### config.mk
export PLATFORM = sky130hd
export DESIGN_NAME = s512c_ctrl
export DESIGN_NICKNAME = d
export VERILOG_FILES = /design/src/rtl/s512c_pkg.sv /design/src/rtl/s512c_ctrl.sv
export VERILOG_INCLUDE_DIRS = /design/src /design/src/rtl
export SDC_FILE = /design/constraint.sdc
export NUM_CORES = 1
export LEC_CHECK = 0
export BUFFER_PORTS_ARGS = -buffer_cell sky130_fd_sc_hd__buf_2
export CORE_UTILIZATION = 40
export DETAILED_ROUTE_END_ITERATION = 10
export PLACE_DENSITY = 0.68
export SKIP_CTS_REPAIR_TIMING = 1
export SLEW_MARGIN = 25
export SYNTH_ARGS = -nofsm -noshare
export SYNTH_HDL_FRONTEND = slang
export SYNTH_SLANG_ARGS = --single-unit
### constraint.sdc
create_clock -name clock -period 3.4 [get_ports clock]
set_input_delay 0.68 -clock clock [delete_from_list [all_inputs] [get_ports clock]]
set_output_delay 0.68 -clock clock [all_outputs]
set_load 0.01 [all_outputs]
### src/rtl/sha512_block_compression_macros.svh
// Assertion macros shared by the SHA-512 compression RTL.
// No dependencies; included by the files that carry assertions.
`ifndef SHA512_BLOCK_COMPRESSION_MACROS_SVH
`define SHA512_BLOCK_COMPRESSION_MACROS_SVH

// Same-cycle implication, disabled during reset.
`define S512C_ASSERT_NOW(label, clk, rst, ante, cons, msg) \
   label: assert property (@(posedge clk) disable iff (rst) (ante) |-> (cons)) \
      else $error(msg);

// Next-cycle implication, disabled during reset.
`define S512C_ASSERT_NEXT(label, clk, rst, ante, cons, msg) \
   label: assert property (@(posedge clk) disable iff (rst) (ante) |=> (cons)) \
      else $error(msg);

`endif

### src/rtl/s512c_pkg.sv
// Package for the SHA-512 compression block: sizes, types, command struct,
// round constants and the sigma functions. No dependencies.
package s512c_pkg;

   localparam int unsigned WORD_W           = 64;
   localparam int unsigned CHAIN_WORDS      = 8;
   localparam int unsigned BLOCK_WORD_COUNT = 16;
   localparam int unsigned ROUND_COUNT      = 80;
   localparam int unsigned POS_W            = $clog2(BLOCK_WORD_COUNT);
   // one more than the last round so the lookahead constant index fits
   localparam int unsigned ROUND_IDX_W      = $clog2(ROUND_COUNT + 1);
   localparam int unsigned SEL_W            = $clog2(CHAIN_WORDS);
   localparam int unsigned CSR_DATA_W       = WORD_W;
   localparam int unsigned CSR_ADDR_W       = SEL_W + 3;

   typedef logic [WORD_W-1:0] word_type;
   typedef logic [CHAIN_WORDS-1:0][WORD_W-1:0] chain_type;
   typedef logic [BLOCK_WORD_COUNT-1:0][WORD_W-1:0] sched_type;

   typedef struct packed {
      logic                   word_load;   // input transaction accepted
      logic                   first_word;  // accepted word is a block's first
      logic                   prep;        // load working vars, prime schedule
      logic                   round;       // one compression round
      logic                   final_add;   // fold into chaining value, load output
      logic [ROUND_IDX_W-1:0] const_idx;   // constant for the following round
   } dp_cmd_type;

   function automatic word_type rotr(input word_type x, input int unsigned n);
      logic [2*WORD_W-1:0] both;
      both = {x, x} >> n;
      return both[WORD_W-1:0];
   endfunction

   function automatic word_type big_sigma0(input word_type x);
      return rotr(x, 28) ^ rotr(x, 34) ^ rotr(x, 39);
   endfunction

   function automatic word_type big_sigma1(input word_type x);
      return rotr(x, 14) ^ rotr(x, 18) ^ rotr(x, 41);
   endfunction

   function automatic word_type small_sigma0(input word_type x);
      return rotr(x, 1) ^ rotr(x, 8) ^ (x >> 7);
   endfunction

   function automatic word_type small_sigma1(input word_type x);
      return rotr(x, 19) ^ rotr(x, 61) ^ (x >> 6);
   endfunction

   // Round constants; indexes past the last round read as zero.
   function automatic word_type round_const(input logic [ROUND_IDX_W-1:0] idx);
      word_type k;
      unique case (idx)
         7'd0:  k = 64'h428a2f98d728ae22;
         7'd1:  k = 64'h7137449123ef65cd;
         7'd2:  k = 64'hb5c0fbcfec4d3b2f;
         7'd3:  k = 64'he9b5dba58189dbbc;
         7'd4:  k = 64'h3956c25bf348b538;
         7'd5:  k = 64'h59f111f1b605d019;
         7'd6:  k = 64'h923f82a4af194f9b;
         7'd7:  k = 64'hab1c5ed5da6d8118;
         7'd8:  k = 64'hd807aa98a3030242;
         7'd9:  k = 64'h12835b0145706fbe;
         7'd10: k = 64'h243185be4ee4b28c;
         7'd11: k = 64'h550c7dc3d5ffb4e2;
         7'd12: k = 64'h72be5d74f27b896f;
         7'd13: k = 64'h80deb1fe3b1696b1;
         7'd14: k = 64'h9bdc06a725c71235;
         7'd15: k = 64'hc19bf174cf692694;
         7'd16: k = 64'he49b69c19ef14ad2;
         7'd17: k = 64'hefbe4786384f25e3;
         7'd18: k = 64'h0fc19dc68b8cd5b5;
         7'd19: k = 64'h240ca1cc77ac9c65;
         7'd20: k = 64'h2de92c6f592b0275;
         7'd21: k = 64'h4a7484aa6ea6e483;
         7'd22: k = 64'h5cb0a9dcbd41fbd4;
         7'd23: k = 64'h76f988da831153b5;
         7'd24: k = 64'h983e5152ee66dfab;
         7'd25: k = 64'ha831c66d2db43210;
         7'd26: k = 64'hb00327c898fb213f;
         7'd27: k = 64'hbf597fc7beef0ee4;
         7'd28: k = 64'hc6e00bf33da88fc2;
         7'd29: k = 64'hd5a79147930aa725;
         7'd30: k = 64'h06ca6351e003826f;
         7'd31: k = 64'h142929670a0e6e70;
         7'd32: k = 64'h27b70a8546d22ffc;
         7'd33: k = 64'h2e1b21385c26c926;
         7'd34: k = 64'h4d2c6dfc5ac42aed;
         7'd35: k = 64'h53380d139d95b3df;
         7'd36: k = 64'h650a73548baf63de;
         7'd37: k = 64'h766a0abb3c77b2a8;
         7'd38: k = 64'h81c2c92e47edaee6;
         7'd39: k = 64'h92722c851482353b;
         7'd40: k = 64'ha2bfe8a14cf10364;
         7'd41: k = 64'ha81a664bbc423001;
         7'd42: k = 64'hc24b8b70d0f89791;
         7'd43: k = 64'hc76c51a30654be30;
         7'd44: k = 64'hd192e819d6ef5218;
         7'd45: k = 64'hd69906245565a910;
         7'd46: k = 64'hf40e35855771202a;
         7'd47: k = 64'h106aa07032bbd1b8;
         7'd48: k = 64'h19a4c116b8d2d0c8;
         7'd49: k = 64'h1e376c085141ab53;
         7'd50: k = 64'h2748774cdf8eeb99;
         7'd51: k = 64'h34b0bcb5e19b48a8;
         7'd52: k = 64'h391c0cb3c5c95a63;
         7'd53: k = 64'h4ed8aa4ae3418acb;
         7'd54: k = 64'h5b9cca4f7763e373;
         7'd55: k = 64'h682e6ff3d6b2b8a3;
         7'd56: k = 64'h748f82ee5defb2fc;
         7'd57: k = 64'h78a5636f43172f60;
         7'd58: k = 64'h84c87814a1f0ab72;
         7'd59: k = 64'h8cc702081a6439ec;
         7'd60: k = 64'h90befffa23631e28;
         7'd61: k = 64'ha4506cebde82bde9;
         7'd62: k = 64'hbef9a3f7b2c67915;
         7'd63: k = 64'hc67178f2e372532b;
         7'd64: k = 64'hca273eceea26619c;
         7'd65: k = 64'hd186b8c721c0c207;
         7'd66: k = 64'heada7dd6cde0eb1e;
         7'd67: k = 64'hf57d4f7fee6ed178;
         7'd68: k = 64'h06f067aa72176fba;
         7'd69: k = 64'h0a637dc5a2c898a6;
         7'd70: k = 64'h113f9804bef90dae;
         7'd71: k = 64'h1b710b35131c471b;
         7'd72: k = 64'h28db77f523047d84;
         7'd73: k = 64'h32caab7b40c72493;
         7'd74: k = 64'h3c9ebe0a15c9bebc;
         7'd75: k = 64'h431d67c49c100d4c;
         7'd76: k = 64'h4cc5d4becb3e42b6;
         7'd77: k = 64'h597f299cfc657e2a;
         7'd78: k = 64'h5fcb6fab3ad6faec;
         7'd79: k = 64'h6c44198c4a475817;
         default: k = '0;
      endcase
      return k;
   endfunction

endpackage

### src/rtl/s512c_ctrl.sv
// Controller: word counter, round counter and sequencing of the datapath.
// Depends on s512c_pkg and the assertion macro header.
`include "sha512_block_compression_macros.svh"

module s512c_ctrl (
   input  logic                  clock,
   input  logic                  reset,
   input  logic                  req_valid,
   output logic                  req_ready,
   output logic                  rsp_valid,
   input  logic                  rsp_ready,
   output s512c_pkg::dp_cmd_type cmd
);
   import s512c_pkg::*;

   typedef enum logic [1:0] {
      ST_LOAD,
      ST_PREP,
      ST_ROUND,
      ST_FINAL
   } state_type;

   localparam logic [POS_W-1:0]       POS_LAST   = POS_W'(BLOCK_WORD_COUNT - 1);
   localparam logic [ROUND_IDX_W-1:0] ROUND_LAST = ROUND_IDX_W'(ROUND_COUNT - 1);

   state_type              state_ff;
   logic [POS_W-1:0]       pos_ff;
   logic [ROUND_IDX_W-1:0] round_ff;
   logic                   rsp_valid_ff;
   logic                   accept;
   logic                   final_go;

   always_comb begin
      req_ready = (state_ff == ST_LOAD);
      accept    = req_valid & req_ready;
      // the output register can take a new result once the old one leaves
      final_go  = (state_ff == ST_FINAL) & (~rsp_valid_ff | rsp_ready);

      cmd            = '0;
      cmd.word_load  = accept;
      cmd.first_word = (pos_ff == '0);
      cmd.prep       = (state_ff == ST_PREP);
      cmd.round      = (state_ff == ST_ROUND);
      cmd.final_add  = final_go;
      cmd.const_idx  = (state_ff == ST_ROUND) ? round_ff + 1'b1 : '0;
   end

   assign rsp_valid = rsp_valid_ff;

   always_ff @(posedge clock) begin
      if (reset) begin
         state_ff     <= ST_LOAD;
         pos_ff       <= '0;
         round_ff     <= '0;
         rsp_valid_ff <= 1'b0;
      end else begin
         unique case (state_ff)
            ST_LOAD: begin
               if (accept) begin
                  if (pos_ff == POS_LAST) begin
                     pos_ff   <= '0;
                     state_ff <= ST_PREP;
                  end else begin
                     pos_ff <= pos_ff + 1'b1;
                  end
               end
            end
            ST_PREP: begin
               round_ff <= '0;
               state_ff <= ST_ROUND;
            end
            ST_ROUND: begin
               if (round_ff == ROUND_LAST) begin
                  state_ff <= ST_FINAL;
               end else begin
                  round_ff <= round_ff + 1'b1;
               end
            end
            ST_FINAL: begin
               if (final_go) begin
                  state_ff <= ST_LOAD;
               end
            end
            default: state_ff <= ST_LOAD;
         endcase

         if (final_go) begin
            rsp_valid_ff <= 1'b1;
         end else if (rsp_ready) begin
            rsp_valid_ff <= 1'b0;
         end
      end
   end

   `S512C_ASSERT_NEXT(a_block_end_starts_prep, clock, reset, accept && pos_ff == POS_LAST, state_ff == ST_PREP && pos_ff == '0, "sixteenth word did not start compression")
   `S512C_ASSERT_NEXT(a_round_advance, clock, reset, state_ff == ST_ROUND && round_ff != ROUND_LAST, state_ff == ST_ROUND && round_ff == $past(round_ff) + 1'b1, "round counter skipped")
   `S512C_ASSERT_NEXT(a_last_round_final, clock, reset, state_ff == ST_ROUND && round_ff == ROUND_LAST, state_ff == ST_FINAL, "last round not followed by final add")
   `S512C_ASSERT_NEXT(a_final_shows_result, clock, reset, final_go, rsp_valid_ff && state_ff == ST_LOAD, "final add did not present a result")

endmodule

# Word level (Yosys, flattened, before mapping)
# Index checks and enable logic that the tools add are counted.
[word_totals] register_bits=14 in_bits=4 output_inout_bits=14 elab_cells=38
[op_classes] n_addsub=2 eq_ne=10 mux=11 n_bitwise=4 reduce_logical=7
[op_table] operator="$mux 7" count=2
[op_table] operator="$pmux 7 s2" count=1
[op_table] operator="$mux 2" count=4
[op_table] operator="$pmux 2 s4" count=1
[op_table] operator="$add 7x1->7 const B" count=1
[op_table] operator="$eq 7x7->1 const B" count=1
[op_table] operator="$ne 2x1->1 const B" count=3
[op_table] operator="$add 4x1->4 const B" count=1
[op_table] operator="$eq 2x2->1 const B" count=2
[op_table] operator="$eq 4x4->1 const B" count=1
[op_table] operator="$logic_not 4->1" count=1
[op_table] operator="$mux 4" count=1
[op_table] operator="$ne 2x2->1 const B" count=2
[op_table] operator="$reduce_and 2->1" count=2
[op_table] operator="$reduce_and 4->1" count=1
[op_table] operator="$reduce_bool 2->1" count=2
[op_table] operator="$and 1x1->1" count=2
[op_table] operator="$eq 2x1->1 const B" count=1
[op_table] operator="$logic_not 2->1" count=1
[op_table] operator="$mux 1" count=2
[op_table] operator="$not 1->1" count=1
[op_table] operator="$or 1x1->1" count=1

# Longest topological paths before layout
[depth] word_depth=5 depth_mapped=6 mapped_depth_nobuf=6

# Worst setup path before layout
# No wires, ideal clock.
[synth_path] kind="reg-to-output" from="reg state_ff[0]" to="out cmd[3] (netlist name)" arrival_ps=1169 required_time_ps=2720 setup_slack_ps=1551 stages_incl_launch_ff=5 n_path_buf=1 cell_sequence="dfxtp_1 > inv_1 > ha_1 > clkbuf_1 > and2_1"
[synth_lines] item="start: declaration" line="s512c_ctrl.sv:26" source="state_type state_ff;"
[synth_lines] item="start signal: assignment" line="s512c_ctrl.sv:52" source="state_ff <= ST_LOAD;"
[synth_lines] item="start signal: assignment" line="s512c_ctrl.sv:62" source="state_ff <= ST_PREP;"
[synth_lines] item="start signal: assignment" line="s512c_ctrl.sv:70" source="state_ff <= ST_ROUND;"
[synth_lines] item="end: declaration" line="s512c_ctrl.sv:12" source="output s512c_pkg::dp_cmd_type cmd"

==> flow_summary.ini <==
[worst_setup_path]
timing.reg2reg.worst_path_depth = 6
path_max_fanout = 15
reg2reg_from = state_ff[0]
r2r_end = round_ff[3]
worstSetupStartpointType = flip-flop
max_stage_delay_ns = 0.48
critical_path_arrival_ns = 1.75
setup.worst_path.end_class = output pin
timing.critical_path.required_ns = 2.72
timing.critical_path.cells = inv_1, ha_1, inv_2, nor2_1, buf_2
library_cell_contributing_the_largest_single_delay_on_the_critical_path = sky130_fd_sc_hd__ha_1
regToRegSetupSlack_ns = 1.65
setup.worst_path.class = reg -> out

[global_route]
global_route_wire_length_before_repair_um = 3098
grt_antenna_before_repair = 0
grt_pass1_vias = 766
largest_net_degree_at_the_start_of_global_routing = 16
all_layer_gr_usage_pct = 16.45
groute.layer.met2.usage_pct = 29.68
grt_busiest_layer = met2
grt.overflow.total = 0
global_route.usage.met1_pct = 18.03
met3_usage_pct = 4.050

[yosys]
yosys_warnings = 0
syn_inst = 106
postSynthAreaPerCell_um2 = 8.416
yosys.cell_types.count = 37
synth_enable_flop_cells = 0
synth_area_leaders = sky130_fd_sc_hd__dfxtp_1 (31%), sky130_fd_sc_hd__ha_1 (11%), sky130_fd_sc_hd__nor2_1 (6.3%)
synth_top_area_cell = sky130_fd_sc_hd__dfxtp_1
ys_seq_area_share_pct = 31.42
asyncSetResetFlopFracSynth_pct = 0
yosys_most_used_dff = sky130_fd_sc_hd__dfxtp_1
yosys_register_bits = 14
yosys.area.top_type_share_pct = 31.42
synth.cell_area_um2 = 892.1
post-synth-top-count-cell = sky130_fd_sc_hd__nor2_1
yosys-top-cells-count = sky130_fd_sc_hd__nor2_1 (15), sky130_fd_sc_hd__dfxtp_1 (14), sky130_fd_sc_hd__a21oi_1 (11)
synth_nets = 118

[power_and_ir_drop]
p_sw_share_pct = 22.56
total_switching_power_w = 0.00006931
power.static_leakage_nw = 0.4540
power.share.clock_pct = 39.7
cellInternalPower_w = 0.0002378
maximum_vdd_drop_mv = 0.1829
power_per_cell_area_mw_per_mm2 = 299.7
pwr-share-comb_pct = 5.6
p_seq_share_pct = 54.7

[hold_path]
hold_path_stages = 2
timing.hold.worst.start = pos_ff[1]
worstHoldPathType = reg -> reg
min_delay_worst_endpoint = pos_ff[1]

[timing]
share_of_the_clock_period_used_by_the_worst_path_pct = 71.57
fin_tns_setup_ns = 0
clock-skew-final_ns = 0.008492
unrepaired_setup_endpoints_after_global_routing = false
max_clock_freq_ghz = 0.4109
finalSetupViolCount = 0
worst_pin_slew_ns = 0.4967
finalWorstPathRequiredPeriod_ns = 2.433
timing_max_transition_violations_final = 0
timing.slew.headroom_pct = 66.89
hold_viol = 0

[clock_network]
clk_pin_slew_worst_paths_ns = 0.10
cts.root.buffer_cell = sky130_fd_sc_hd__clkbuf_4
clkSinkCount = 14
clock_latency_ns = 0.28
maximum_level_of_the_cts_h_tree = 1
ctsLongestPathBuffers = 2
cts_inserted_buffers = 3
clock_tree_from_tritoncts = done

[detailed_routing]
post-route-drc-count = 0
drtPass1Iterations = 4
totalWireLength_um = 1761
avgRoutedWirePerCell_um = 11.74
via_per_inst = 5.147
routed-via-count = 772
dr.first_iter.drc_count = 14
drtAntennaViolNets = 0

[die]
die_h_um = 49.23
floorplan.initialDensity_pct = 44.12
rows = 16
die_width_um = 49.23
design.portCount = 18
core-area_mm2 = 0.002022
design.die.area_mm2 = 0.002423

[finish]
number_of_fillers_in_the_final_layout = 197
syn2layout_area_growth_pct = 14.87
fin_util_pct = 50.68
design.final.nets = 136
multiInputGateArea_um2 = 566.8
num_antenna_cells = 0
seq_area_um2 = 280.3
final_layout_size_suffix_gt1_share_pct = 23.58

[placed_design]
port_buffers = 17
gp_congestion = 0.8720
placed_wire_length_estimate_um = 1364

[flow_run]
timing.max_cap.violations = 0

[outcome]
run_status = complete, no violations
## power by group through the flow
stage / logic [W] / registers, W / clock network [W]
2_1_floorplan: 0.0000116 / 0.000171 / 0
3_3_place_gp: 0.0000170 / 0.000172 / 0
3_5_place_dp: 0.0000174 / 0.000172 / 0
4_1_cts: 0.0000175 / 0.000168 / 0.000129
5_1_grt: 0.0000207 / 0.000168 / 0.000135
6_report: 0.0000172 / 0.000168 / 0.000122
## state kept, by name, indices dropped and copies added, names as in the netlist
name and flops:
pos_ff 4, round_ff 7, rsp_valid 1, state_ff 2
## worst max-delay path by stage
stage / endpoint / cells past startpoint / startpoint / slack, ns
final: cmd[2] / 5 / state_ff[0] / 0.97
after global routing: cmd[2] / 5 / state_ff[0] / 0.84
after CTS: cmd[2] / 5 / state_ff[0] / 0.96
after detailed placement: cmd[2] / 5 / state_ff[0] / 1.30
after global placement: cmd[2] / 5 / state_ff[0] / 1.34
after floorplan: cmd[3] / 4 / state_ff[0] / 1.55
## worst max-delay path, delay by kind of cell, from the launching register on
family,cells,cell delay (ns)
simple gates,1,0.18
flops,1,0.35
fa+ha+maj,1,0.48
buf+inv,3,0.45
## per-layer routing
metal / routed length [µm] / up-vias
li1: - / 405
met1: 805 / 354
met2: 881 / 13
met3: 74 / 0
met4: 0 / 0
met5: 0 / -
## layout make-up
| class | count | share of cell area [%] |
|---|---|---|
| inverters | 6 | 2.198 |
| multi-input cells | 82 | 55.31 |
| clock buffers | 4 | 3.541 |
| flip-flops and latches | 14 | 27.35 |
| repair buffers | 17 | 8.303 |
| well taps | 27 | 3.297 |
## cell usage in the layout, fill, tap and decap left out, drive strengths merged, types with 2 or more instances in the layout
cell type  instances
buf               17
nor2              15
dfxtp             14
a21oi             11
ha                 8
nand2              6
inv                6
nand3              5
nor2b              4
clkbuf             4
xnor2              3
and2               3
o21ai              3
and3               2
xor2               2
nor3b              2
nand4b             2
o31ai              2
## kinds of logic (layout without fill, tap and decap cells)
group | count (synthesis) | after routing | share of synthesized area [%]
simple gates | 44 | 44 | 27.49
compound gates | 25 | 25 | 19.92
buf+inv | 10 | 27 | 5.049
flops | 14 | 14 | 31.42
xor+xnor | 5 | 5 | 4.910
fa+ha+maj | 8 | 8 | 11.22
## metrics by stage
step / total power [W] / setup slack (ns) / area (µm²) / hold slack [ns] / instances
global route: 0.0003240 / 0.8391 / 1025 / 0.5476 / 150
finish: 0.0003072 / 0.9666 / 1025 / 0.5048 / 150
global placement: 0.0001888 / 1.345 / 988.4 / 0.4851 / 146
floorplan: 0.0001830 / 1.551 / 892.1 / 0.4658 / 106
CTS: 0.0003149 / 0.9604 / 1025 / 0.5125 / 150
detailed placement: 0.0001892 / 1.304 / 988.4 / 0.4994 / 146
(Power assumes the default switching activity.)
