**config.mk**
```make
export PLATFORM = sky130hd
export DESIGN_NAME = s512c_csr
export DESIGN_NICKNAME = d
export VERILOG_FILES = /design/src/rtl/sha512_block_compression_macros.svh /design/src/rtl/s512c_pkg.sv /design/src/rtl/s512c_csr.sv
export SDC_FILE = /design/constraint.sdc
export NUM_CORES = 1
export LEC_CHECK = 0
export BUFFER_PORTS_ARGS = -buffer_cell sky130_fd_sc_hd__clkbuf_2
export CAP_MARGIN = 40
export CORE_MARGIN = 5
export CORE_UTILIZATION = 40
export DETAILED_ROUTE_END_ITERATION = 12
export GPL_TIMING_DRIVEN = 0
export PLACE_DENSITY_LB_ADDON = 0.05
export SLEW_MARGIN = 20
export SYNTH_ARGS = -nofsm -noshare
export SYNTH_HDL_FRONTEND = slang
export SYNTH_SLANG_ARGS = --single-unit
```
**constraint.sdc**
```tcl
create_clock -name clock -period 1.8 [get_ports clock]
set_input_delay 0.18 -clock clock [delete_from_list [all_inputs] [get_ports clock]]
set_output_delay 0.18 -clock clock [all_outputs]
set_load 0.01 [all_outputs]
```
**src/rtl/sha512_block_compression_macros.svh**
```systemverilog
// Assertion macros shared by the SHA-512 compression RTL.
// No dependencies; included by the files that carry assertions.
`ifndef SHA512_BLOCK_COMPRESSION_MACROS_SVH
`define SHA512_BLOCK_COMPRESSION_MACROS_SVH

// Same-cycle implication, disabled during reset.
`define S512C_ASSERT_NOW(label, clk, rst, ante, cons, msg) \
   label: assert property (@(posedge clk) disable iff (rst) (ante) |-> (cons)) \
      else $error(msg);

// Next-cycle implication, disabled during reset.
`define S512C_ASSERT_NEXT(label, clk, rst, ante, cons, msg) \
   label: assert property (@(posedge clk) disable iff (rst) (ante) |=> (cons)) \
      else $error(msg);

`endif

```
**src/rtl/s512c_pkg.sv**
```systemverilog
// Package for the SHA-512 compression block: sizes, types, command struct,
// round constants and the sigma functions. No dependencies.
package s512c_pkg;

   localparam int unsigned WORD_W           = 64;
   localparam int unsigned CHAIN_WORDS      = 8;
   localparam int unsigned BLOCK_WORD_COUNT = 16;
   localparam int unsigned ROUND_COUNT      = 80;
   localparam int unsigned POS_W            = $clog2(BLOCK_WORD_COUNT);
   // one more than the last round so the lookahead constant index fits
   localparam int unsigned ROUND_IDX_W      = $clog2(ROUND_COUNT + 1);
   localparam int unsigned SEL_W            = $clog2(CHAIN_WORDS);
   localparam int unsigned CSR_DATA_W       = WORD_W;
   localparam int unsigned CSR_ADDR_W       = SEL_W + 3;

   typedef logic [WORD_W-1:0] word_type;
   typedef logic [CHAIN_WORDS-1:0][WORD_W-1:0] chain_type;
   typedef logic [BLOCK_WORD_COUNT-1:0][WORD_W-1:0] sched_type;

   typedef struct packed {
      logic                   word_load;   // input transaction accepted
      logic                   first_word;  // accepted word is a block's first
      logic                   prep;        // load working vars, prime schedule
      logic                   round;       // one compression round
      logic                   final_add;   // fold into chaining value, load output
      logic [ROUND_IDX_W-1:0] const_idx;   // constant for the following round
   } dp_cmd_type;

   function automatic word_type rotr(input word_type x, input int unsigned n);
      logic [2*WORD_W-1:0] both;
      both = {x, x} >> n;
      return both[WORD_W-1:0];
   endfunction

   function automatic word_type big_sigma0(input word_type x);
      return rotr(x, 28) ^ rotr(x, 34) ^ rotr(x, 39);
   endfunction

   function automatic word_type big_sigma1(input word_type x);
      return rotr(x, 14) ^ rotr(x, 18) ^ rotr(x, 41);
   endfunction

   function automatic word_type small_sigma0(input word_type x);
      return rotr(x, 1) ^ rotr(x, 8) ^ (x >> 7);
   endfunction

   function automatic word_type small_sigma1(input word_type x);
      return rotr(x, 19) ^ rotr(x, 61) ^ (x >> 6);
   endfunction

   // Round constants; indexes past the last round read as zero.
   function automatic word_type round_const(input logic [ROUND_IDX_W-1:0] idx);
      word_type k;
      unique case (idx)
         7'd0:  k = 64'h428a2f98d728ae22;
         7'd1:  k = 64'h7137449123ef65cd;
         7'd2:  k = 64'hb5c0fbcfec4d3b2f;
         7'd3:  k = 64'he9b5dba58189dbbc;
         7'd4:  k = 64'h3956c25bf348b538;
         7'd5:  k = 64'h59f111f1b605d019;
         7'd6:  k = 64'h923f82a4af194f9b;
         7'd7:  k = 64'hab1c5ed5da6d8118;
         7'd8:  k = 64'hd807aa98a3030242;
         7'd9:  k = 64'h12835b0145706fbe;
         7'd10: k = 64'h243185be4ee4b28c;
         7'd11: k = 64'h550c7dc3d5ffb4e2;
         7'd12: k = 64'h72be5d74f27b896f;
         7'd13: k = 64'h80deb1fe3b1696b1;
         7'd14: k = 64'h9bdc06a725c71235;
         7'd15: k = 64'hc19bf174cf692694;
         7'd16: k = 64'he49b69c19ef14ad2;
         7'd17: k = 64'hefbe4786384f25e3;
         7'd18: k = 64'h0fc19dc68b8cd5b5;
         7'd19: k = 64'h240ca1cc77ac9c65;
         7'd20: k = 64'h2de92c6f592b0275;
         7'd21: k = 64'h4a7484aa6ea6e483;
         7'd22: k = 64'h5cb0a9dcbd41fbd4;
         7'd23: k = 64'h76f988da831153b5;
         7'd24: k = 64'h983e5152ee66dfab;
         7'd25: k = 64'ha831c66d2db43210;
         7'd26: k = 64'hb00327c898fb213f;
         7'd27: k = 64'hbf597fc7beef0ee4;
         7'd28: k = 64'hc6e00bf33da88fc2;
         7'd29: k = 64'hd5a79147930aa725;
         7'd30: k = 64'h06ca6351e003826f;
         7'd31: k = 64'h142929670a0e6e70;
         7'd32: k = 64'h27b70a8546d22ffc;
         7'd33: k = 64'h2e1b21385c26c926;
         7'd34: k = 64'h4d2c6dfc5ac42aed;
         7'd35: k = 64'h53380d139d95b3df;
         7'd36: k = 64'h650a73548baf63de;
         7'd37: k = 64'h766a0abb3c77b2a8;
         7'd38: k = 64'h81c2c92e47edaee6;
         7'd39: k = 64'h92722c851482353b;
         7'd40: k = 64'ha2bfe8a14cf10364;
         7'd41: k = 64'ha81a664bbc423001;
         7'd42: k = 64'hc24b8b70d0f89791;
         7'd43: k = 64'hc76c51a30654be30;
         7'd44: k = 64'hd192e819d6ef5218;
         7'd45: k = 64'hd69906245565a910;
         7'd46: k = 64'hf40e35855771202a;
         7'd47: k = 64'h106aa07032bbd1b8;
         7'd48: k = 64'h19a4c116b8d2d0c8;
         7'd49: k = 64'h1e376c085141ab53;
         7'd50: k = 64'h2748774cdf8eeb99;
         7'd51: k = 64'h34b0bcb5e19b48a8;
         7'd52: k = 64'h391c0cb3c5c95a63;
         7'd53: k = 64'h4ed8aa4ae3418acb;
         7'd54: k = 64'h5b9cca4f7763e373;
         7'd55: k = 64'h682e6ff3d6b2b8a3;
         7'd56: k = 64'h748f82ee5defb2fc;
         7'd57: k = 64'h78a5636f43172f60;
         7'd58: k = 64'h84c87814a1f0ab72;
         7'd59: k = 64'h8cc702081a6439ec;
         7'd60: k = 64'h90befffa23631e28;
         7'd61: k = 64'ha4506cebde82bde9;
         7'd62: k = 64'hbef9a3f7b2c67915;
         7'd63: k = 64'hc67178f2e372532b;
         7'd64: k = 64'hca273eceea26619c;
         7'd65: k = 64'hd186b8c721c0c207;
         7'd66: k = 64'heada7dd6cde0eb1e;
         7'd67: k = 64'hf57d4f7fee6ed178;
         7'd68: k = 64'h06f067aa72176fba;
         7'd69: k = 64'h0a637dc5a2c898a6;
         7'd70: k = 64'h113f9804bef90dae;
         7'd71: k = 64'h1b710b35131c471b;
         7'd72: k = 64'h28db77f523047d84;
         7'd73: k = 64'h32caab7b40c72493;
         7'd74: k = 64'h3c9ebe0a15c9bebc;
         7'd75: k = 64'h431d67c49c100d4c;
         7'd76: k = 64'h4cc5d4becb3e42b6;
         7'd77: k = 64'h597f299cfc657e2a;
         7'd78: k = 64'h5fcb6fab3ad6faec;
         7'd79: k = 64'h6c44198c4a475817;
         default: k = '0;
      endcase
      return k;
   endfunction

endpackage

```
**src/rtl/s512c_csr.sv**
```systemverilog
// APB-style register file holding the eight initial chaining value words.
// Depends on s512c_pkg.
module s512c_csr (
   input  logic                                 clock,
   input  logic                                 reset,
   input  logic                                 csr_psel,
   input  logic                                 csr_penable,
   input  logic                                 csr_pwrite,
   input  logic [s512c_pkg::CSR_ADDR_W-1:0]     csr_paddr,
   input  logic [s512c_pkg::CSR_DATA_W-1:0]     csr_pwdata,
   output logic [s512c_pkg::CSR_DATA_W-1:0]     csr_prdata,
   output logic                                 csr_pready,
   output s512c_pkg::chain_type                 init_words
);
   import s512c_pkg::*;

   chain_type        init_ff;
   chain_type        init_in;
   logic [SEL_W-1:0] sel;
   logic             wr_en;

   // registers sit on 8-byte boundaries
   assign sel        = csr_paddr[CSR_ADDR_W-1:3];
   assign csr_pready = 1'b1;
   assign wr_en      = csr_psel & csr_penable & csr_pwrite & csr_pready;
   assign csr_prdata = init_ff[sel];
   assign init_words = init_ff;

   always_comb begin
      init_in = init_ff;
      if (wr_en) begin
         init_in[sel] = csr_pwdata;
      end
   end

   always_ff @(posedge clock) begin
      if (reset) begin
         init_ff <= '0;
      end else begin
         init_ff <= init_in;
      end
   end

endmodule

```
==> After elaboration in Yosys (flattened, before gate mapping) <==
Cells that the tools add are included.
{ "word_totals": {"ff_bits": 512, "latchBits": 0, "ram_bits": 0, "romBits": 0, "in_bits": 75, "out_inout_bits": 577, "mem_count": 0} }
{ "op_classes": {"n_addsub": 0, "n_mul": 0, "n_div": 0, "magnitude_cmp": 2, "eq_ne": 0, "shift": 0, "muxes": 5, "n_bitwise": 2, "n_reduce_logical": 1} }
{ "ops": {"columns": ["op", "count"], "rows": [
  ["512-bit bitwise mux", 1],
  ["64-bit binary-select mux with 3-bit select", 1],
  ["64-bit demux with 3-bit select", 1],
  ["64-bit two-way mux", 2],
  ["3-bit by 4-bit less-than comparator with 1-bit output, second input constant", 1],
  ["3-bit by 1-bit greater-or-equal comparator with 1-bit output, second input constant", 1],
  ["1-bit AND", 2],
  ["1-bit logical AND", 1]
]} }

==> Depth between registers and ports, before layout <==
Gate-level depths: netlist of the first run.
{ "depth": {"word_depth": 5, "mapped_depth": 7, "depth_no_buf": 3} }

==> Worst setup path after synthesis of the first run <==
OpenSTA, ideal clock, no wires.
{ "synth_timing": {"path_type": "input to output", "from": "input port csr_paddr[5] (netlist bit)", "to": "output port csr_prdata[54] (netlist bit)", "arrival_ns": 1.468, "t_required_ns": 1.620, "slack_ns": 0.152, "path_stages": 5, "path_cell_list": "buf_2 > buf_2 > clkbuf_1 > mux4_2 > mux2_2"} }
{ "synth_between": {"elab_chain_cells": 2} }
{ "synth_lines": {"columns": ["item", "line", "source"], "rows": [
  ["start, declared", "s512c_csr.sv:9", "input logic [s512c_pkg::CSR_ADDR_W-1:0] csr_paddr,"],
  ["64-bit binary-select mux with 3-bit select", "s512c_csr.sv:26", "assign csr_prdata = init_ff[sel];"],
  ["64-bit two-way mux (implied by the code)", "s512c_csr.sv:26", null],
  ["end, declared", "s512c_csr.sv:11", "output logic [s512c_pkg::CSR_DATA_W-1:0] csr_prdata,"]
]} }
Every way passes these cells. The select of a mux whose other input is x is not followed.

==> Worst setup path in the final report of the first run <==
{ "layout_timing": {"from": "register init_ff, in the netlist init_words[399]", "to": "output port csr_prdata[15] (netlist bit)"} }
{ "layout_between": {"elab_chain_cells": 2} }
{ "layout_lines": {"columns": ["item", "line", "source"], "rows": [
  ["start, declared", "s512c_csr.sv:17", "chain_type init_ff;"],
  ["start signal, assigned", "s512c_csr.sv:40", "init_ff <= init_in;"],
  ["64-bit binary-select mux with 3-bit select", "s512c_csr.sv:26", null],
  ["64-bit two-way mux (implied by the code)", "s512c_csr.sv:26", null]
]} }
Every way passes these cells. The select of a mux whose other input is x is not followed.

==> results of run 1 <==
[final cells by class]
cell class                      count  area (um^2)
Inverter                            1        3.754
Antenna cell                        1        2.502
Sequential cell                   512        10710
Multi-Input combinational cell   1302        12620
Timing Repair Buffer              835         5017
Clock buffer                       88         1673
Tap cell                          773        967.2
Fill cell                        5296        26600
Clock inverter                     13        165.2
Buffer                            220         1147
[critical path, stage by stage, from the launching register on]
cell	delay (ns)
dfxtp_4	0.35
mux4_2	0.46
mux2_4	0.31
buf_6	0.13
[routing by layer]
layer	track usage, %	vias to the layer above	part of all wire [%]
li1	-	8800	-
met1	36.40	9934	40
met2	50.35	683	49
met3	6.478	164	6.8
met4	9.405	2	3.7
met5	0	-	0.013
[kinds of logic (layout without fill, tap and decap cells)]
family,Yosys count,in the layout,synth area share [%]
AND/OR/NAND/NOR,594,594,15.64
other,1,2,0.01579
AO/OA/AOI/OAI,4,4,0.1370
multiplexers,703,703,36.60
flip-flops,512,512,43.15
buffers and inverters,221,1157,4.446
[power by group through the flow]
stage	Clock (uW)	Sequential, uW	Combinational (uW)
floorplan	0	11800	998
global placement	0	11700	1700
detailed placement	0	11800	1720
CTS	11800	11500	1820
global route	12300	11500	1950
finish	11600	11500	1840
[synthesized netlist by cell type, drive strengths merged]
cell type	instances	area (um^2)
a211o	1	8.760
a21oi	1	5.000
a22o	1	8.760
a32o	1	10.01
and2	3	18.77
and4	1	8.760
and4b	1	10.01
buf	145	770.7
clkbuf	75	281.5
conb	1	3.750
dfxtp	512	10250
inv	1	3.750
mux2	65	732.0
mux2i	512	5125
mux4	126	2838
nand2	8	45.05
nand2b	576	3603
nand3	1	5.000
nor2	1	3.750
nor2b	2	12.51
or3b	1	8.760
[through the flow]
stage	setup TNS (ns)	instance area, um^2
6_report	-12.35	32310
3_3_place_gp	-544.85	27940
4_1_cts	-14.60	31830
5_1_grt	-14.85	32310
2_1_floorplan	0	23750
3_5_place_dp	-272.89	27990
[timing repair]
item | CTS | global route
endpoints found under the hold margin | 0 | 0
gates resized for setup | 401 | 152
endpoints found under the setup margin | 74 | 112
hold buffers | 0 | 0
pin swaps | 2 | 0
buffers inserted | 169 | 18
gates cloned | 0 | 0
[worst max path at each step]
stage                                from              end  slack [ns]  cells after the start
after floorplan              csr_paddr[5]   csr_prdata[54]        0.15                      5
after global placement              reset  init_words[493]       -1.47                      6
after detailed placement     csr_paddr[5]   csr_prdata[33]       -0.79                      6
after CTS                 init_words[397]   csr_prdata[13]       -0.29                      3
after global routing      init_words[161]   csr_prdata[33]       -0.28                      3
final                     init_words[399]   csr_prdata[15]       -0.25                      3
==> impl_metrics.tcl, run 1 <==
set metrics [dict create \
    wire_per_inst_um 26.37 \
    start_kind "flip-flop" \
    crit_fanout 3 \
    die_area_mm2 0.06436 \
    power.total_uw 24960 \
    die_h_um 253.7 \
    fin_crit_sh_pct 113.8 \
    yosysWarningCount 0 \
    reg2reg_slack_ns 0.93 \
    ys_ff_latch 512 \
    p_int_uw 19070 \
    seq_area_frac_synth_pct 43.15 \
    cts-root-buf "clkbuf_16" \
    relSlewSlack_pct 54.94 \
    cp.required_ns 1.62 \
    failed_checks "setup timing" \
    ys_types 26 \
    finalHoldViolCount 0 \
    max_freq_mhz 488.3 \
    p_comb_share_pct 7.4 \
    mostFrequentLayoutCells "616 x clkbuf_2, 576 x nand2b_1, 512 x mux2i_1" \
    rr_startpoint "init_words[43]" \
    min_to "init_words[344]" \
    maxSlewViolCount 0 \
    largest_reg_flops 512 \
    drive_above_1_share_pct 52.24 \
    areaGrowthSynthToFinish_pct 36.04 \
    holdWs_ns 0.08020 \
    initial_core_util_pct 40.32 \
    cts_tree "yes" \
    antenna_found_initial 1 \
    end_kind "output pin" \
    clockBufferDepth 3 \
    gp_congestion 0.8557 \
    final_common_cell "clkbuf_2" \
    reg2regPathDepth 4 \
    dr.pass1.iters 5 \
    core_area_mm2 0.05891 \
    rsz0062_at_grt "yes" \
    grt_pass1_wl_um 138900 \
    place_ws_ns -0.7936 \
    leakagePower_uw 0.01657 \
    clockPowerShare_pct 46.7 \
    worstPathArrival_ns 1.87 \
    port-buffer-count 644 \
    overflow 0 \
    pwr-share-seq_pct 46.0 \
    cts.sinks 512 \
    min-delay-start "csr_pwdata[24]" \
    p_sw_share_pct 23.59 \
    final-setup-viol-count 64 \
    wl_um 98770 \
    drt_first_iter_violations 1046 \
    grt_pass1_vias 20024 \
    grt_max_degree 14 \
    vias 19583 \
    drtAntennaViolNets 0 \
    p_switching_uw 5889 \
    cts_max_level 2 \
    synthesis.nets 2110 \
    power.density_mw_per_mm2 772.5 \
    clk_latency_ns 0.60 \
    hold_depth 4 \
    worst_pin_slew_ns 0.6758 \
    ioPinCount 652 \
    drc 0 \
    max_cap_violations 0 \
    syn_inst 2035 \
    synth.avg_cell_area_um2 11.67 \
    path_clk_slew_ns 0.06 \
    syn-cell-area_mm2 0.02375 \
    fin_ws_ns -0.2480 \
    ir_drop_v 0.0006556 \
    dp_hpwl_um 71130 \
    numCtsBuffers 56 \
    rows 89 \
    reg2reg_to "init_words[43]" \
    grt_usage_pct 29.13 \
    post_drt_via_cell_ratio 5.229 \
    finalNonFillerCells 3745 \
    nets 3003 \
    outcome "finished with violations" \
    skew_ns 0 \
    worst_hold_path_type "in -> reg" \
    placed_cells 3456 \
    path_class "reg -> out" \
    layout_min_cycle_time_ns 2.048 \
    die_x_um 253.7 \
    final_util_pct 54.85 \
]
(Power assumes the default switching activity.)
==> run 2: changes to the inputs <==
Settings changed: REMOVE_ABC_BUFFERS from default to 1.
==> run 2 against run 1 <==
Net effect:
- the flow still finishes with violations (setup timing)
- first-iteration DRC count down 8.1%
- clock skew unchanged
- sequential share of layout area up 0.22 points
==> impl_metrics.tcl, run 2 (synthesized netlist as in run 1, its figures left out) <==
set metrics [dict create \
    max_freq_mhz 488.5 \
    fin_crit_sh_pct 113.7 \
    cts-root-buf "clkbuf_16" \
    initial_core_util_pct 40.32 \
    dp_hpwl_um 56340 \
    finalSetupTns_ns -17.69 \
    drtAntennaViolNets 0 \
    die_area_mm2 0.06436 \
    wire_per_inst_um 24.63 \
    wl_um 87580 \
    ioPinCount 652 \
    cp.required_ns 1.62 \
    skew_ns 0 \
    overflow 0 \
    grt_usage_pct 25.89 \
    placed_cell_area_mm2 0.02752 \
    outcome "finished with violations" \
    fin_ws_ns -0.2469 \
    end_kind "output pin" \
    dr.pass1.iters 4 \
    layout_min_cycle_time_ns 2.047 \
    cts_max_level 2 \
    path_class "in -> out" \
    worst_pin_slew_ns 0.8369 \
    die_x_um 253.7 \
    maxSlewViolCount 0 \
    crit_fanout 34 \
    cp_slowest_cell "nor2_1" \
    rsz0062_at_grt "yes" \
    ir_drop_v 0.0006523 \
    cts_tree "yes" \
    max_cap_violations 0 \
    drt_first_iter_violations 961 \
    mostFrequentLayoutCells "600 x clkbuf_2, 576 x nand2b_1, 512 x mux2i_1" \
    clockBufferDepth 3 \
    final_common_cell "clkbuf_2" \
    antenna_found_initial 3 \
    failed_checks "setup timing" \
    post_drt_via_cell_ratio 5.122 \
    nets 2814 \
    placed_cells 3254 \
    gp_congestion 0.8075 \
    final-setup-viol-count 185 \
    drc 0 \
    grt_max_degree 159 \
    clk_latency_ns 0.60 \
    worst_hold_path_type "in -> reg" \
    start_kind "primary input" \
    cts.sinks 512 \
    grt_pass1_vias 18935 \
    relSlewSlack_pct 44.21 \
    power.density_mw_per_mm2 787.1 \
    worstPathArrival_ns 1.87 \
    die_h_um 253.7 \
    core_area_mm2 0.05891 \
    finalHoldViolCount 0 \
    drive_above_1_share_pct 52.98 \
    leakagePower_uw 0.01632 \
    finalNonFillerCells 3556 \
    grt_pass1_wl_um 126500 \
    numCtsBuffers 57 \
    port-buffer-count 647 \
    crit_chain "clkbuf_16 > buf_16 > nor2_1 > a22o_1 > a211o_1 > clkbuf_8" \
    path_clk_slew_ns 0.06 \
    areaGrowthSynthToFinish_pct 34.41 \
    cpPeakStageDelay_ns 0.63 \
    rows 89 \
    vias 18213 \
    fin_area_mm2 0.03193 \
    largest_reg_flops 512 \
]
==> run 2: cell types whose count changed in the layout (fill, tap and decap cells not counted), sizes merged <==
cell         delta
clkinvlp        +3
clkbuf         -77
bufbuf          +2
buf           -137
clkinv          +6
inv             +1
dlygate4sd3    +11
bufinv          +2
==> run 2: report_power, final <==
part	leakage (uW)	switching, uW	internal [uW]	total, uW
Combinational	0.0111	900	765	1660
Clock	0.000951	4800	7180	12000
Sequential	0.00429	62.6	11400	11500
Total	0.0163	5760	19400	25100
==> run 2: cell type report <==
type	instances	area, um^2
antenna	1	2.502
clock buffer	77	1634
clock inverter	25	286.5
fill	5299	26980
inverter	1	3.754
multi-input combinational	1302	12670
sequential	512	10660
tap	773	967.2
timing repair buffer	865	5703
==> run 2: per-layer routing <==
layer	track usage [%]	vias up	wire (um)	part of all wire, %
li1	-	8399	-	-
met1	31.26	9111	34530	39
met2	44.14	561	42940	49
met3	8.003	138	6758	7.7
met4	8.730	4	3323	3.8
met5	0	-	28	0.032
==> run 2: metrics by stage <==
step | total power [uW] | util [%] | setup slack (ns) | hold slack (ns)
3_5_place_dp | 13240 | 46.72 | -1.287 | 0.4803
4_1_cts | 25370 | 53.50 | -0.2774 | 0.0003714
5_1_grt | 25960 | 54.20 | -0.2739 | 0.03996
2_1_floorplan | 12450 | - | -0.8036 | 0.3603
3_3_place_gp | 13330 | 45.67 | -7.433 | 0.4694
6_report | 25130 | 54.20 | -0.2469 | 0.02996
==> run 2: final timing paths <==
check / from / cells past startpoint / slack (ns) / endpoint
min: csr_pwdata[31] / 3 / 0.03 / init_words[351]
max reg2reg: init_words[467] / 4 / 0.99 / init_words[467]
min reg2reg: init_words[480] / 2 / 0.48 / init_words[480]
max: csr_paddr[5] / 6 / -0.25 / csr_prdata[62]
==> run 2: critical path: cells and delay by family <==
family,cells,cell delay (ns)
AO/OA/AOI/OAI,2,0.39
AND/OR/NAND/NOR,1,0.63
buffers and inverters,3,0.58
==> run 2: what timing repair did <==
item	CTS	global route
gates resized for setup	314	141
hold buffers	11	0
endpoints found under the setup margin	518	185
cloned	5	0
endpoints found under the hold margin	38	0
setup buffers	165	18
pin swaps	4	0
==> run 3: changes to the inputs <==
==> constraint.sdc (replaced) <==
create_clock -name clock -period 1.8 [get_ports clock]
set_input_delay 0.54 -clock clock [delete_from_list [all_inputs] [get_ports clock]]
set_output_delay 0.54 -clock clock [all_outputs]
set_load 0.01 [all_outputs]
==> run 3 against run 2 <==
Net effect:
- the flow still finishes with violations (setup timing)
- die area is the same
- fmax shrank 21%
- sequential power is essentially flat
- worst setup slack lost 0.53 ns
- clock skew is the same
- sequential share of layout area shrank 0.47 points
- global-route usage grew 1.3 points
- non-clock buffer count shrank 133
- clock-buffer cell count is the same
- clock power is essentially flat
- final cell count shrank 3.5%
- register-to-register slack gained 0.10 ns
==> impl_metrics.tcl, run 3 (synthesized netlist as in run 1, its figures left out) <==
set metrics [dict create \
    worstPathArrival_ns 2.04 \
    fin_crit_sh_pct 143.1 \
    grt_pass1_wl_um 129900 \
    initial_core_util_pct 40.32 \
    hold_buffers 0 \
    core_area_mm2 0.05891 \
    relSlewSlack_pct 59.35 \
    rows 89 \
    cp.required_ns 1.26 \
    worst_pin_slew_ns 0.6097 \
    areaGrowthSynthToFinish_pct 31.45 \
    critPathTopFamily "multiplexers" \
    drive_above_1_share_pct 39.91 \
    max_freq_mhz 388.3 \
    cpPeakStageDelay_ns 0.51 \
    leakagePower_uw 0.01577 \
    dr.pass1.iters 5 \
    grt_pass1_vias 18279 \
    power.total_uw 25340 \
    vias 18112 \
    critPathBufInv 4 \
    layout_min_cycle_time_ns 2.575 \
    outcome "finished with violations" \
    nets 2688 \
    power.density_mw_per_mm2 811.6 \
    place_ws_ns -1.647 \
    placed_cells 3254 \
    maxSlewViolCount 0 \
    post_drt_via_cell_ratio 5.280 \
    wire_per_inst_um 27.31 \
    port-buffer-count 647 \
    path_clk_slew_ns 0.06 \
    max_cap_violations 0 \
    cts-root-buf "clkbuf_16" \
    drc 0 \
    overflow 0 \
    cts_max_level 2 \
    failed_checks "setup timing" \
    wl_um 93670 \
    dp_hpwl_um 56340 \
    finalHoldViolCount 0 \
    fin_ws_ns -0.7751 \
    final-setup-viol-count 85 \
    mostFrequentLayoutCells "610 x clkbuf_2, 576 x nand2b_1, 511 x mux2i_1" \
    finalNonFillerCells 3430 \
    drtAntennaViolNets 0 \
    clockBufferDepth 3 \
    worst_hold_path_type "in -> reg" \
    end_kind "output pin" \
    crit_chain "clkbuf_16 > buf_16 > buf_16 > mux4_2 > mux2_2 > buf_2" \
    cts_tree "yes" \
    antenna_found_initial 3 \
    fin_area_mm2 0.03122 \
    grt_usage_pct 27.18 \
    cpMostUsedCell "buf_16" \
    die_h_um 253.7 \
    cp_slowest_cell "mux4_2" \
    die_area_mm2 0.06436 \
    cts.sinks 512 \
    placed_cell_area_mm2 0.02752 \
    rsz0062_at_grt "yes" \
    drt_first_iter_violations 1090 \
    largest_reg_flops 512 \
    ir_drop_v 0.0006792 \
    die_x_um 253.7 \
    final_common_cell "clkbuf_2" \
    path_class "in -> out" \
    start_kind "primary input" \
    ioPinCount 652 \
    numCtsBuffers 57 \
    clk_latency_ns 0.61 \
    num-fill-cells 5289 \
    skew_ns 0 \
    gp_congestion 0.8075 \
    grt_max_degree 159 \
    crit_fanout 10 \
]
## run 3: cell count changes in the layout (fill, tap and decap cells not counted), moves of 11 or more
cell / change
buf_16: +17
buf_4: -164
dfxtp_1: +302
dlygate4sd3_1: -11
dfxtp_2: -301
## run 3: final timing paths
path,endpoint,from,depth (start not counted),slack [ns]
setup / recovery,csr_prdata[3],csr_paddr[4],6,-0.78
hold / removal,init_words[77],csr_pwdata[13],3,0.38
setup reg to reg,init_words[182],init_words[182],2,1.09
hold reg to reg,init_words[456],init_words[456],2,0.48
## run 3: timing repair
item | 4_1_cts | 5_1_grt
hold endpoints to repair | 0 | 0
pin swaps | 7 | 1
gates cloned | 30 | 9
buffers inserted | 26 | 13
gates resized for setup | 80 | 108
endpoints found under the setup margin | 577 | 318
## run 3: routing by layer
metal  track usage (%)  share of wire, %  up-vias
li1                  -                 -     8185
met1             33.35                40     9167
met2             46.35                49      613
met3             8.290               7.9      143
met4             8.070               3.5        4
met5                 0             0.030        -
## run 3: stage by stage
stage | utilization, % | hold slack [ns] | TNS (ns)
after floorplan | - | 0.4997 | -285.53
final | 53.00 | 0.3812 | -44.04
after detailed placement | 46.72 | 0.4803 | -729.31
after global placement | 45.67 | 0.4694 | -3547.62
after global routing | 53.00 | 0.3783 | -45.87
after CTS | 52.12 | 0.3346 | -44.69
## run 3: worst reg2reg max path, cell delays in order, from the launching register on
cell	delay, ns
dfxtp_1	0.41
nand2b_1	0.07
mux2i_1	0.15
## run 3: layout make-up
type	instances	area [um^2]	area share, %
Antenna cell	1	2.502	0.008014
Clock buffer	77	1634	5.233
Clock inverter	25	286.5	0.9177
Inverter	1	3.754	0.01202
Multi-Input combinational cell	1309	12790	40.98
Sequential cell	512	10270	32.91
Tap cell	773	967.2	3.098
Timing Repair Buffer	732	5260	16.85
## run 3: power by group
group / total, uW / switching, uW / internal [uW]
Combinational: 1860 / 995 / 867
Sequential: 11500 / 72.4 / 11400
Clock: 12000 / 4810 / 7180
